**src/rtl/vsa_pkg.sv**
```systemverilog
// ----------------------------------------------------------------------------
// vsa_pkg
// Shared types and codes for the synthesizer voice allocator.
// ----------------------------------------------------------------------------
package vsa_pkg;

    // Result action codes
    localparam logic [2:0] ACT_NONE    = 3'd0;
    localparam logic [2:0] ACT_START   = 3'd1;
    localparam logic [2:0] ACT_RETRIG  = 3'd2;
    localparam logic [2:0] ACT_STEAL   = 3'd3;
    localparam logic [2:0] ACT_RELEASE = 3'd4;
    localparam logic [2:0] ACT_STOP    = 3'd5;
    localparam logic [2:0] ACT_ENDED   = 3'd6;

    // Decoded request operations
    localparam logic [1:0] OP_NONE = 2'd0;
    localparam logic [1:0] OP_ON   = 2'd1;
    localparam logic [1:0] OP_OFF  = 2'd2;
    localparam logic [1:0] OP_END  = 2'd3;

    // MIDI status kinds (high nibble)
    localparam logic [3:0] KIND_NOTE_ON  = 4'h9;
    localparam logic [3:0] KIND_NOTE_OFF = 4'h8;

    localparam int FRAME_W = 48;

    // Decoded request
    typedef struct packed {
        logic [1:0] op;
        logic [6:0] note;
        logic [3:0] ch4;
        logic [4:0] chan;
        logic       has_rel;
        logic [3:0] slot;
    } evt_t;

    // Voice table entry kept in the tag RAM
    typedef struct packed {
        logic       rel;
        logic [6:0] note;
        logic [3:0] ch4;
    } entry_t;

endpackage

```
**src/rtl/synth_voice_allocator_top.sv**
```systemverilog
// ----------------------------------------------------------------------------
// synth_voice_allocator_top
// Polyphonic voice allocator with oldest-voice stealing.
// ----------------------------------------------------------------------------
// One request at a time, one result per request. A request ignored by decode
// or a voice-end notice for a voice that is not active goes straight to the
// finish state, a voice-end notice for an active voice reads its table entry
// and writes it back first, and a note-on or note-off scans all voices and
// then decides: the voice table lives in two RAMs with one read port, and the
// note scan reads one voice per cycle to find a retrigger match, the lowest
// free voice and the oldest voice together. Active marks are flops cleared by
// reset. A finished result sits in an output register, so the next request is
// taken while the previous result still waits on out_stall.
module synth_voice_allocator_top #(
    parameter int NUM_VOICES = 16
) (
    input  logic        clk,
    input  logic        rst_n,
    input  logic        cfg_we,
    input  logic [4:0]  cfg_wdata,
    input  logic        in_valid,
    output logic        in_stall,
    input  logic        mode,
    input  logic [7:0]  status_byte,
    input  logic [6:0]  note_number,
    input  logic [6:0]  velocity,
    input  logic [1:0]  byte_count,
    input  logic        zone_playable,
    input  logic        zone_has_release,
    input  logic [47:0] frame_time,
    input  logic [3:0]  voice_slot,
    output logic        out_valid,
    input  logic        out_stall,
    output logic [3:0]  voice_index,
    output logic [2:0]  action,
    output logic [4:0]  voice_channel
);

    localparam int IDX_W = $clog2(NUM_VOICES);
    localparam int ENT_W = $bits(vsa_pkg::entry_t);
    localparam int FW    = vsa_pkg::FRAME_W;

    localparam logic [2:0] ST_IDLE   = 3'd0;
    localparam logic [2:0] ST_SCAN   = 3'd1;
    localparam logic [2:0] ST_DECIDE = 3'd2;
    localparam logic [2:0] ST_END_RD = 3'd3;
    localparam logic [2:0] ST_END_WB = 3'd4;
    localparam logic [2:0] ST_FIN    = 3'd5;

    localparam logic [IDX_W:0]   CNT_END  = (IDX_W+1)'(NUM_VOICES);
    localparam logic [IDX_W:0]   CNT_ONE  = (IDX_W+1)'(1);
    localparam logic [IDX_W-1:0] IDX_LAST = IDX_W'(NUM_VOICES - 1);

    // control state
    logic [2:0]            state_reg, state_next;
    logic [4:0]            listen_reg, listen_next;
    logic [NUM_VOICES-1:0] active_reg, active_next;
    logic                  out_valid_reg, out_valid_next;
    logic                  rd_valid_reg, rd_valid_next;
    logic                  match_found_reg, match_found_next;
    logic                  free_found_reg, free_found_next;
    logic                  best_valid_reg, best_valid_next;

    // payload state
    logic                  is_on_reg, is_on_next;
    logic [6:0]            note_reg, note_next;
    logic [3:0]            ch4_reg, ch4_next;
    logic [4:0]            chan_reg, chan_next;
    logic                  has_rel_reg, has_rel_next;
    logic [FW-1:0]         frame_reg, frame_next;
    logic [IDX_W-1:0]      slot_reg, slot_next;
    logic [IDX_W:0]        issue_cnt_reg, issue_cnt_next;
    logic [IDX_W-1:0]      rd_idx_reg, rd_idx_next;
    logic [IDX_W-1:0]      match_idx_reg, match_idx_next;
    logic [IDX_W-1:0]      free_idx_reg, free_idx_next;
    logic [IDX_W-1:0]      best_idx_reg, best_idx_next;
    logic [FW-1:0]         best_start_reg, best_start_next;
    logic [IDX_W-1:0]      res_idx_reg, res_idx_next;
    logic [2:0]            res_act_reg, res_act_next;
    logic [4:0]            res_chan_reg, res_chan_next;
    logic [3:0]            out_idx_reg, out_idx_next;
    logic [2:0]            out_act_reg, out_act_next;
    logic [4:0]            out_chan_reg, out_chan_next;

    // RAM ports
    logic                  ram_re;
    logic [IDX_W-1:0]      ram_raddr;
    logic [IDX_W-1:0]      ram_waddr;
    logic                  tag_we;
    vsa_pkg::entry_t       tag_wdata;
    logic [ENT_W-1:0]      tag_rdata;
    logic                  start_we;
    logic [FW-1:0]         start_rdata;

    vsa_pkg::evt_t         evt;
    vsa_pkg::entry_t       rd_entry;
    logic [IDX_W-1:0]      evt_slot;
    logic                  slot_ok;
    logic                  rd_active;
    logic [IDX_W-1:0]      pick_idx;

    vsa_decode u_decode (
        .mode             (mode),
        .status_byte      (status_byte),
        .note_number      (note_number),
        .velocity         (velocity),
        .byte_count       (byte_count),
        .zone_playable    (zone_playable),
        .zone_has_release (zone_has_release),
        .voice_slot       (voice_slot),
        .listen_channel   (listen_reg),
        .evt              (evt)
    );

    // note, channel and release mark per voice
    vsa_ram #(
        .WIDTH (ENT_W),
        .DEPTH (NUM_VOICES)
    ) u_tag_ram (
        .clk   (clk),
        .we    (tag_we),
        .waddr (ram_waddr),
        .wdata (tag_wdata),
        .re    (ram_re),
        .raddr (ram_raddr),
        .rdata (tag_rdata)
    );

    // start frame per voice
    vsa_ram #(
        .WIDTH (FW),
        .DEPTH (NUM_VOICES)
    ) u_start_ram (
        .clk   (clk),
        .we    (start_we),
        .waddr (ram_waddr),
        .wdata (frame_reg),
        .re    (ram_re),
        .raddr (ram_raddr),
        .rdata (start_rdata)
    );

    assign rd_entry  = tag_rdata;
    assign evt_slot  = IDX_W'(evt.slot);
    assign slot_ok   = int'(evt.slot) < NUM_VOICES;
    assign rd_active = active_reg[rd_idx_reg];
    assign pick_idx  = match_found_reg ? match_idx_reg :
                       free_found_reg  ? free_idx_reg  : best_idx_reg;

    assign in_stall      = (state_reg != ST_IDLE);
    assign out_valid     = out_valid_reg;
    assign voice_index   = out_idx_reg;
    assign action        = out_act_reg;
    assign voice_channel = out_chan_reg;

    // sequencer
    always_comb
    begin
        state_next       = state_reg;
        listen_next      = cfg_we ? cfg_wdata : listen_reg;
        active_next      = active_reg;
        out_valid_next   = out_valid_reg && out_stall;
        rd_valid_next    = 1'b0;
        match_found_next = match_found_reg;
        free_found_next  = free_found_reg;
        best_valid_next  = best_valid_reg;
        is_on_next       = is_on_reg;
        note_next        = note_reg;
        ch4_next         = ch4_reg;
        chan_next        = chan_reg;
        has_rel_next     = has_rel_reg;
        frame_next       = frame_reg;
        slot_next        = slot_reg;
        issue_cnt_next   = issue_cnt_reg;
        rd_idx_next      = rd_idx_reg;
        match_idx_next   = match_idx_reg;
        free_idx_next    = free_idx_reg;
        best_idx_next    = best_idx_reg;
        best_start_next  = best_start_reg;
        res_idx_next     = res_idx_reg;
        res_act_next     = res_act_reg;
        res_chan_next    = res_chan_reg;
        out_idx_next     = out_idx_reg;
        out_act_next     = out_act_reg;
        out_chan_next    = out_chan_reg;
        ram_re           = 1'b0;
        ram_raddr        = slot_reg;
        ram_waddr        = pick_idx;
        tag_we           = 1'b0;
        tag_wdata        = '{rel: 1'b0, note: note_reg, ch4: ch4_reg};
        start_we         = 1'b0;

        unique case (state_reg)
            ST_IDLE:
            begin
                if (in_valid)
                begin
                    note_next        = evt.note;
                    ch4_next         = evt.ch4;
                    chan_next        = evt.chan;
                    has_rel_next     = evt.has_rel;
                    frame_next       = frame_time;
                    slot_next        = evt_slot;
                    is_on_next       = (evt.op == vsa_pkg::OP_ON);
                    issue_cnt_next   = '0;
                    match_found_next = 1'b0;
                    free_found_next  = 1'b0;
                    best_valid_next  = 1'b0;
                    res_idx_next     = '0;
                    res_act_next     = vsa_pkg::ACT_NONE;
                    res_chan_next    = 5'd0;
                    unique case (evt.op)
                        vsa_pkg::OP_END:
                        begin
                            if (slot_ok && active_reg[evt_slot])
                            begin
                                state_next = ST_END_RD;
                            end
                            else
                            begin
                                state_next = ST_FIN;
                            end
                        end
                        vsa_pkg::OP_ON, vsa_pkg::OP_OFF:
                        begin
                            state_next = ST_SCAN;
                        end
                        default:
                        begin
                            state_next = ST_FIN;
                        end
                    endcase
                end
            end

            ST_SCAN:
            begin
                // issue one read per cycle
                if (issue_cnt_reg != CNT_END)
                begin
                    ram_re         = 1'b1;
                    ram_raddr      = issue_cnt_reg[IDX_W-1:0];
                    rd_valid_next  = 1'b1;
                    rd_idx_next    = issue_cnt_reg[IDX_W-1:0];
                    issue_cnt_next = issue_cnt_reg + CNT_ONE;
                end
                // evaluate the entry read last cycle
                if (rd_valid_reg)
                begin
                    if (rd_active && !match_found_reg && rd_entry.note == note_reg
                        && rd_entry.ch4 == ch4_reg)
                    begin
                        match_found_next = 1'b1;
                        match_idx_next   = rd_idx_reg;
                    end
                    if (!rd_active && !free_found_reg)
                    begin
                        free_found_next = 1'b1;
                        free_idx_next   = rd_idx_reg;
                    end
                    if (rd_active && (!best_valid_reg || start_rdata < best_start_reg))
                    begin
                        best_valid_next = 1'b1;
                        best_idx_next   = rd_idx_reg;
                        best_start_next = start_rdata;
                    end
                    if (rd_idx_reg == IDX_LAST)
                    begin
                        state_next = ST_DECIDE;
                    end
                end
            end

            ST_DECIDE:
            begin
                state_next = ST_FIN;
                if (is_on_reg)
                begin
                    tag_we                = 1'b1;
                    start_we              = 1'b1;
                    active_next[pick_idx] = 1'b1;
                    res_idx_next          = pick_idx;
                    res_chan_next         = chan_reg;
                    res_act_next          = match_found_reg ? vsa_pkg::ACT_RETRIG :
                                            free_found_reg  ? vsa_pkg::ACT_START  :
                                                              vsa_pkg::ACT_STEAL;
                end
                else if (match_found_reg)
                begin
                    tag_we        = 1'b1;
                    ram_waddr     = match_idx_reg;
                    res_idx_next  = match_idx_reg;
                    res_chan_next = chan_reg;
                    if (has_rel_reg)
                    begin
                        tag_wdata.rel = 1'b1;
                        res_act_next  = vsa_pkg::ACT_RELEASE;
                    end
                    else
                    begin
                        active_next[match_idx_reg] = 1'b0;
                        res_act_next               = vsa_pkg::ACT_STOP;
                    end
                end
            end

            ST_END_RD:
            begin
                ram_re     = 1'b1;
                ram_raddr  = slot_reg;
                state_next = ST_END_WB;
            end

            ST_END_WB:
            begin
                // clear the release mark, keep note and channel
                tag_we                = 1'b1;
                ram_waddr             = slot_reg;
                tag_wdata             = '{rel: 1'b0, note: rd_entry.note, ch4: rd_entry.ch4};
                active_next[slot_reg] = 1'b0;
                res_idx_next          = slot_reg;
                res_act_next          = vsa_pkg::ACT_ENDED;
                res_chan_next         = {1'b0, rd_entry.ch4} + 5'd1;
                state_next            = ST_FIN;
            end

            ST_FIN:
            begin
                if (!out_valid_reg || !out_stall)
                begin
                    out_valid_next = 1'b1;
                    out_idx_next   = 4'(res_idx_reg);
                    out_act_next   = res_act_reg;
                    out_chan_next  = res_chan_reg;
                    state_next     = ST_IDLE;
                end
            end

            default:
            begin
                state_next = ST_IDLE;
            end
        endcase
    end

    // control registers
    always_ff @(posedge clk or negedge rst_n)
    begin
        if (!rst_n)
        begin
            state_reg       <= ST_IDLE;
            listen_reg      <= 5'd0;
            active_reg      <= '0;
            out_valid_reg   <= 1'b0;
            rd_valid_reg    <= 1'b0;
            match_found_reg <= 1'b0;
            free_found_reg  <= 1'b0;
            best_valid_reg  <= 1'b0;
        end
        else
        begin
            state_reg       <= state_next;
            listen_reg      <= listen_next;
            active_reg      <= active_next;
            out_valid_reg   <= out_valid_next;
            rd_valid_reg    <= rd_valid_next;
            match_found_reg <= match_found_next;
            free_found_reg  <= free_found_next;
            best_valid_reg  <= best_valid_next;
        end
    end

    // payload registers
    always_ff @(posedge clk)
    begin
        is_on_reg      <= is_on_next;
        note_reg       <= note_next;
        ch4_reg        <= ch4_next;
        chan_reg       <= chan_next;
        has_rel_reg    <= has_rel_next;
        frame_reg      <= frame_next;
        slot_reg       <= slot_next;
        issue_cnt_reg  <= issue_cnt_next;
        rd_idx_reg     <= rd_idx_next;
        match_idx_reg  <= match_idx_next;
        free_idx_reg   <= free_idx_next;
        best_idx_reg   <= best_idx_next;
        best_start_reg <= best_start_next;
        res_idx_reg    <= res_idx_next;
        res_act_reg    <= res_act_next;
        res_chan_reg   <= res_chan_next;
        out_idx_reg    <= out_idx_next;
        out_act_reg    <= out_act_next;
        out_chan_reg   <= out_chan_next;
    end

endmodule

```
**src/rtl/vsa_ram.sv**
```systemverilog
// ----------------------------------------------------------------------------
// vsa_ram
// Generic single write port, single read port RAM with registered read.
// ----------------------------------------------------------------------------
module vsa_ram #(
    parameter int WIDTH = 8,
    parameter int DEPTH = 16
) (
    input  logic                     clk,
    input  logic                     we,
    input  logic [$clog2(DEPTH)-1:0] waddr,
    input  logic [WIDTH-1:0]         wdata,
    input  logic                     re,
    input  logic [$clog2(DEPTH)-1:0] raddr,
    output logic [WIDTH-1:0]         rdata
);

    logic [WIDTH-1:0] mem [DEPTH];

    always_ff @(posedge clk)
    begin
        if (we)
        begin
            mem[waddr] <= wdata;
        end
        if (re)
        begin
            rdata <= mem[raddr];
        end
    end

endmodule

```
**src/rtl/vsa_decode.sv**
```systemverilog
// ----------------------------------------------------------------------------
// vsa_decode
// Turns a raw request (MIDI bytes or voice-end notice) into an operation.
// ----------------------------------------------------------------------------
module vsa_decode (
    input  logic             mode,
    input  logic [7:0]       status_byte,
    input  logic [6:0]       note_number,
    input  logic [6:0]       velocity,
    input  logic [1:0]       byte_count,
    input  logic             zone_playable,
    input  logic             zone_has_release,
    input  logic [3:0]       voice_slot,
    input  logic [4:0]       listen_channel,
    output vsa_pkg::evt_t    evt
);

    logic [3:0] kind;
    logic [3:0] ch4;
    logic [4:0] chan;
    logic       vel_nz;
    logic       chan_ok;

    assign kind    = status_byte[7:4];
    assign ch4     = status_byte[3:0];
    assign chan    = {1'b0, ch4} + 5'd1;
    // two-byte events carry no velocity
    assign vel_nz  = (byte_count == 2'd3) && (velocity != 7'd0);
    assign chan_ok = (listen_channel == 5'd0) || (listen_channel == chan);

    always_comb
    begin
        evt.note    = note_number;
        evt.ch4     = ch4;
        evt.chan    = chan;
        evt.has_rel = zone_has_release;
        evt.slot    = voice_slot;
        evt.op      = vsa_pkg::OP_NONE;
        priority if (mode)
        begin
            evt.op = vsa_pkg::OP_END;
        end
        else if (byte_count < 2'd2 || !chan_ok)
        begin
            evt.op = vsa_pkg::OP_NONE;
        end
        else if (kind == vsa_pkg::KIND_NOTE_ON && vel_nz)
        begin
            evt.op = zone_playable ? vsa_pkg::OP_ON : vsa_pkg::OP_NONE;
        end
        else if (kind == vsa_pkg::KIND_NOTE_ON || kind == vsa_pkg::KIND_NOTE_OFF)
        begin
            evt.op = vsa_pkg::OP_OFF;
        end
        else
        begin
            // other status kinds are ignored
            evt.op = vsa_pkg::OP_NONE;
        end
    end

endmodule

```
**config.mk**
```make
export PLATFORM = sky130hd
export DESIGN_NAME = synth_voice_allocator_top
export DESIGN_NICKNAME = d
export VERILOG_FILES = /design/src/rtl/vsa_pkg.sv /design/src/rtl/synth_voice_allocator_top.sv /design/src/rtl/vsa_ram.sv /design/src/rtl/vsa_decode.sv
export SDC_FILE = /design/constraint.sdc
export NUM_CORES = 2
export LEC_CHECK = 0
export ABC_AREA = 1
export CAP_MARGIN = 15
export CELL_PAD_IN_SITES_DETAIL_PLACEMENT = 1
export CELL_PAD_IN_SITES_GLOBAL_PLACEMENT = 1
export CORE_MARGIN = 10
export CORE_UTILIZATION = 54
export CTS_BUF_LIST = sky130_fd_sc_hd__clkbuf_8
export CTS_CLUSTER_DIAMETER = 80
export DETAILED_ROUTE_END_ITERATION = 16
export DONT_BUFFER_PORTS = 1
export PLACE_DENSITY = 0.91
export RECOVER_POWER = 25
export SKIP_CTS_REPAIR_TIMING = 1
export SLEW_MARGIN = 20
export SYNTH_ARGS = -nofsm -noshare
export SYNTH_HDL_FRONTEND = slang
export SYNTH_SLANG_ARGS = --single-unit
export TNS_END_PERCENT = 1
```
**constraint.sdc**
```tcl
create_clock -name clk -period 5.99 [get_ports clk]
set_clock_uncertainty 0.15 [all_clocks]
set_input_delay 0.599 -clock clk [delete_from_list [all_inputs] [get_ports clk]]
set_output_delay 0.599 -clock clk [all_outputs]
set_load 0.005 [all_outputs]
```
# Word level (Yosys, flattened, before mapping)

Memories as Yosys holds them, arrays and structs flattened. A register that Yosys moved wholly into a read port is not among the register bits.
Index checks and enable logic that the tools add are counted.

Bits of input ports: 89
Memory bits (writable): 960
Output and inout port bits: 14
Logic and storage cells: 197
Memories: 2
Flip-flop bits (word level): 192

Eq/ne operators: 26
Bitwise gates (word level): 5
Muxes and demuxes: 79
Reduce and logical (&&, ||, !) cells: 45
Magnitude comparators: 10
$add $sub $neg: 3

Memory list:

| name            | words | bits a word | read ports | clocked after memory_dff | write ports | line          | RTL |
|---|---|---|---|---|---|---|---|
| u_start_ram.mem | 16    | 48          | 1          | 1                        | 1           | vsa_ram.sv:18 | `logic [WIDTH-1:0] mem [DEPTH];` |
| u_tag_ram.mem   | 16    | 12          | 1          | 1                        | 1           | vsa_ram.sv:18 |  |

Operators by type and width:

| kind                                                | count |
|---|---|
| < comparator 48 bit                                 | 1 |
| two-way mux 16 bit                                  | 3 |
| two-way mux 4 bit                                   | 9 |
| bitwise AND 16 bit                                  | 2 |
| NOT 16 bit                                          | 2 |
| case mux 16 bit (2 select lines)                    | 1 |
| two-way mux 1 bit                                   | 30 |
| < comparator 4 x 5 -> 1 bit, second input constant  | 5 |
| two-way mux 3 bit                                   | 8 |
| two-way mux 5 bit                                   | 4 |
| AND reduction 3 bit                                 | 6 |
| inequality test 2 bit, second input constant        | 8 |
| OR 16 bit                                           | 1 |
| AND reduction 4 bit                                 | 4 |
| case mux 3 bit (5 select lines)                     | 1 |
| case mux 5 bit (3 select lines)                     | 1 |
| demux 1 bit (select 4 bit)                          | 3 |
| equality test 4 bit, second input constant          | 3 |
| >= comparator 4 x 1 -> 1 bit, second input constant | 3 |
| two-way mux 2 bit                                   | 6 |
| case mux 4 bit (3 select lines)                     | 1 |
| logical AND 1 bit                                   | 11 |
| two-way mux 11 bit                                  | 1 |
| adder 4 x 1 -> 5 bit, second input constant         | 2 |
| other kinds (27)                                    | 52 |

# Longest topological paths before layout

Depth after elaboration: 12
Gate-level depth with buffers: 15

# Modules after synthesis

Synthesis repeated with hierarchy kept, for this count alone.

Cell total of the unflattened synthesis: 4887
Area, all modules: 52495.3 µm²

Modules (own cells, without submodules):

| module                    | cells each | area an instance (µm²) | times used |
|---|---|---|---|
| vsa_ram (u_start_ram)     | 3165       | 34469.3                | 1 |
| synth_voice_allocator_top | 832        | 8964.8                 | 1 |
| vsa_ram (u_tag_ram)       | 813        | 8682.1                 | 1 |
| vsa_decode                | 77         | 379.1                  | 1 |

# Worst setup path after synthesis

No wires, ideal clock.

Path type: flip-flop to flip-flop
From: register state_reg[0]
To: register ch4_reg[0] (enable)
Cell stages (with the launch flop): 5
Setup time: 0.503 ns
Arrival: 3.983 ns
Slack: 1.354 ns
Required time: 5.337 ns
Path buffers: 1
Cells stage by stage: dfrtp_1 -> buf_2 -> nor3_1 -> inv_1 -> nor2_1

Word-level cells in the longest chain between the ends: 2

RTL lines:

| item                                 | line                             | RTL |
|---|---|---|
| from (decl)                          | synth_voice_allocator_top.sv:55  | `logic [2:0] state_reg, state_next;` |
| from (signal assigned)               | synth_voice_allocator_top.sv:362 | `state_reg <= state_next;` |
| zero test 3 bit                      | synth_voice_allocator_top.sv:193 | `unique case (state_reg)` |
| AND reduction 2 bit (no source line) | n/a                              |  |
| to (signal assigned)                 | synth_voice_allocator_top.sv:378 | `ch4_reg <= ch4_next;` |
| to (decl)                            | synth_voice_allocator_top.sv:67  | `logic [3:0] ch4_reg, ch4_next;` |

Every way passes these cells.
A chain may end at the register's enable or synchronous reset.

# Final worst setup path

From: register state_reg[1]
To: memory u_start_ram.mem[6][10] (netlist bit) (enable)

Word-level cells in the longest chain between the ends: 4

RTL lines:

| item                                    | line                             | RTL |
|---|---|---|
| equality test 3 x 2 -> 1 bit            | synth_voice_allocator_top.sv:193 |  |
| two-way mux 1 bit                       | synth_voice_allocator_top.sv:193 |  |
| two-way mux 1 bit                       | vsa_ram.sv:22                    | `if (we)` |
| two-way mux 1 bit (not written as such) | vsa_ram.sv:24                    | `mem[waddr] <= wdata;` |
| to (decl)                               | vsa_ram.sv:18                    |  |

Several ways; a longest one is shown, not always the timed one.

==> impl_results.md <==
* Min-Delay Path Class: input pin to register
* H-Tree Depth at 4
* I/O Buffers at 0
* Core ar. at 90420 µm²
* Area of the multi-input gates at 11020 µm²
* Final nets at 4332
* Count leader, synth: edfxtp_1
* # clock sinks at 1195
* P_int at 15.89 mW
* Reg area at 35740 µm²
* Filler cells at 8865
* Worst-path maximum fanout at 31
* Status: complete, but fails checks
* CP arrival at 5360 ps
* Total number of vias at 37140
* Setup TNS at 0 ps
* Drt drc at 0
* Ys Warns at 0
* Register share of total power at 40.8%
* Tot GR Track Use at 31.53%
* Num CTS Buffers at 186
* Starting DRC count in detailed routing at 5350
* Fin area at 54890 µm²
* Crit path launch type: register
* Row count at 110
* First-pass GRT wire length at 245800 µm
* Fraction of registers with async set/reset at 2.427%
* Final period utilization at 83.45%
* Post-DP HPWL at 84270 µm
* Total of max-cap violations at 1
* Mapped Cells at 4071
* RSZ-0062 raised after global routing: no
* Number of flip-flops in the largest register at 768
* Power per cell area at 505.2 nW/µm²
* Cell variety after synth at 42
* NetSw at 11.85 mW
* Worst-margin pin slew at 2168 ps
* Sw frac at 42.72%
* Synth Area in Adders at 1.291%
* VDD IR max at 0.4700 mV
* Synth Area in XOR/XNOR at 0.08858%
* # IOs at 103
* Synth top cells by count: 1166 x edfxtp_1, 1078 x nand2_1, 495 x inv_1
* Die Y at 322.6 µm
* Final Util at 60.71%
* Synthesized area at 49440 µm²
* Cell Area, Placed at 50780 µm²
* Register area share after synthesis at 72.29%
* Compound-cell area share of the yosys netlist at 6.889%
* Largest registers: u_start_ram.mem (768), u_tag_ram.mem (176)
* Mean Syn Cell Area at 12.14 µm²
* Synth top area cells: edfxtp_1 71%, nand2_1 8.2%, o211ai_1 5.5%
* Post-synthesis mux area share at 0%
* CTS tree: built
* Die Wd at 322.6 µm
* Final setup violating endpoints at 0
* Routability cong. at 0.8973
* Die area at 104100 µm²
* Post-route antenna net violation count at 0
* Largest net degree at the start of global routing at 156
* Share of the synthesized area in the top cell type at 70.82%
* Root buffer cell: clkbuf_8
* Dominant cell type by area after synthesis: edfxtp_1
* Post-Syn Nets at 4211
* DRT Wirelength at 179700 µm
* Final min period at 4999 ps
* Critical path type: register to register
* Comb power frac at 34.8%
* Initial antenna violation count at 3
* Largest family of logic cells by synthesized area: simple AND/OR/NAND/NOR gates
* FF+latch count, synth at 1195
* Crit path capture type: register
* Initial Utilization at 54.67%
* GRT Residual Overflow at 0
* Biggest register: u_start_ram.mem
* Final Hold Fails at 0
* Clock Latency Late Sink at 940 ps
* Hold_ws at 62.75 ps
* Final Max Tran Viols at 30
* P_leak at 20.84 nW
* Worst-path clk slew at 80 ps
* DRT Pass-1 Iters at 8
* Layout Area Growth over Synthesis at 11.03%
* Slew headroom at -44.52%
* Worst EP required at 6350 ps
* Failing checks: capacitance limit, slew limit
* Layout cells sized above 1 at 7.694%
* Vias in the first global route at 38580
* Ys flop type: edfxtp_1
* Fmax at 200.0 MHz
* Simple-gate portion of the synthesized area at 13.54%
* Vias per cell at 6.729
* Clock network fraction of total power at 24.4%
* WL/cell at 32.55 µm
* Clock tree buffer depth at 3
* Post-synth EDFFs at 1166
[worst max-delay path: stages, from the launching register on]
cell and delay, ps:
dfrtp_1 440, inv_1 250, nand3_2 470, inv_2 540, nand2_1 160, o21ai_0 370
inv_1 230, nor2_1 360, nand2_1 230, nor2_4 730, buf_4 620
[logic make-up (layout without fill, tap and decap cells)]
family	count (synthesis)	count (layout)
AOI/OAI and AO/OA	488	488
xor gates and xnor gates	5	5
adders and majority gates	51	51
buffers and inverters	710	980
DFF	1195	1195
other	0	3
and+or+nand+nor	1622	1622
[power by group through the flow]
stage	clock network (mW)	logic [mW]	registers, mW
6_report	6.76	9.64	11.3
2_1_floorplan	0	5.80	11.0
3_3_place_gp	0	7.80	11.3
4_1_cts	6.55	9.10	11.2
3_5_place_dp	0	8.59	11.3
5_1_grt	7.07	10.1	11.3
[cell type report]
type / count / area share (%)
Multi-Input combinational cell: 2166 / 20.07
Timing Repair Buffer: 140 / 2.610
Inverter: 503 / 3.465
Antenna cell: 3 / 0.01368
Tap cell: 1176 / 2.681
Clock inverter: 151 / 1.390
Sequential cell: 1195 / 65.11
Clock buffer: 186 / 4.664
[per-layer routing]
layer	global-route usage [%]	up-vias	wire, µm
li1	-	14500	-
met1	36.91	18120	59850
met2	52.59	3524	86140
met3	7.489	999	20440
met4	18.93	0	13230
met5	0	-	0
[metrics by stage]
| stage | instances | setup slack (ps) | total power [mW] |
|---|---|---|---|
| finish | 5520 | 991.1 | 27.73 |
| global route | 5519 | 956.8 | 28.50 |
| CTS | 5440 | 1281 | 26.88 |
| detailed placement | 5103 | 1461 | 19.92 |
| global placement | 5101 | 2013 | 19.05 |
| floorplan | 4071 | 1354 | 16.80 |
[final timing paths]
check	slack (ps)	cells past startpoint	to	startpoint
setup / recovery	990	10	u_start_ram.mem[6][10]$_DFFE_PP_	state_reg[1]$_DFFE_PN0P_
hold / removal	60	4	state_reg[2]$_DFFE_PN0P_	byte_count[0]
setup reg to reg	990	10	u_start_ram.mem[6][10]$_DFFE_PP_	state_reg[1]$_DFFE_PN0P_
hold reg to reg	290	0	voice_channel[0]$_DFFE_PP_	res_chan_reg[0]$_DFFE_PP_
max in group asynchronous	3550	2	active_reg[13]$_DFFE_PN0P_	rst_n
min in group asynchronous	870	2	match_found_reg$_DFFE_PN0P_	rst_n
[cells in the final DEF (no fill, tap or decap), drive strengths merged, types with 2 or more instances in the layout]
master / count
o22ai: 6
inv: 574
a21oi: 43
nor3: 20
nand3: 394
nand2: 1081
o211ai: 362
edfxtp: 1166
xor2: 3
dfrtp: 29
o31ai: 2
o221ai: 3
a22o: 2
clkbuf: 187
nand3b: 4
diode: 3
nand4: 10
clkinvlp: 2
nor2: 107
ha: 51
o21ai: 61
clkinv: 77
or2: 2
dlygate4sd3: 76
nor4: 3
o21a: 2
buf: 63
xnor2: 2
a31oi: 3
No activity file was read; power rests on OpenSTA's default activity.
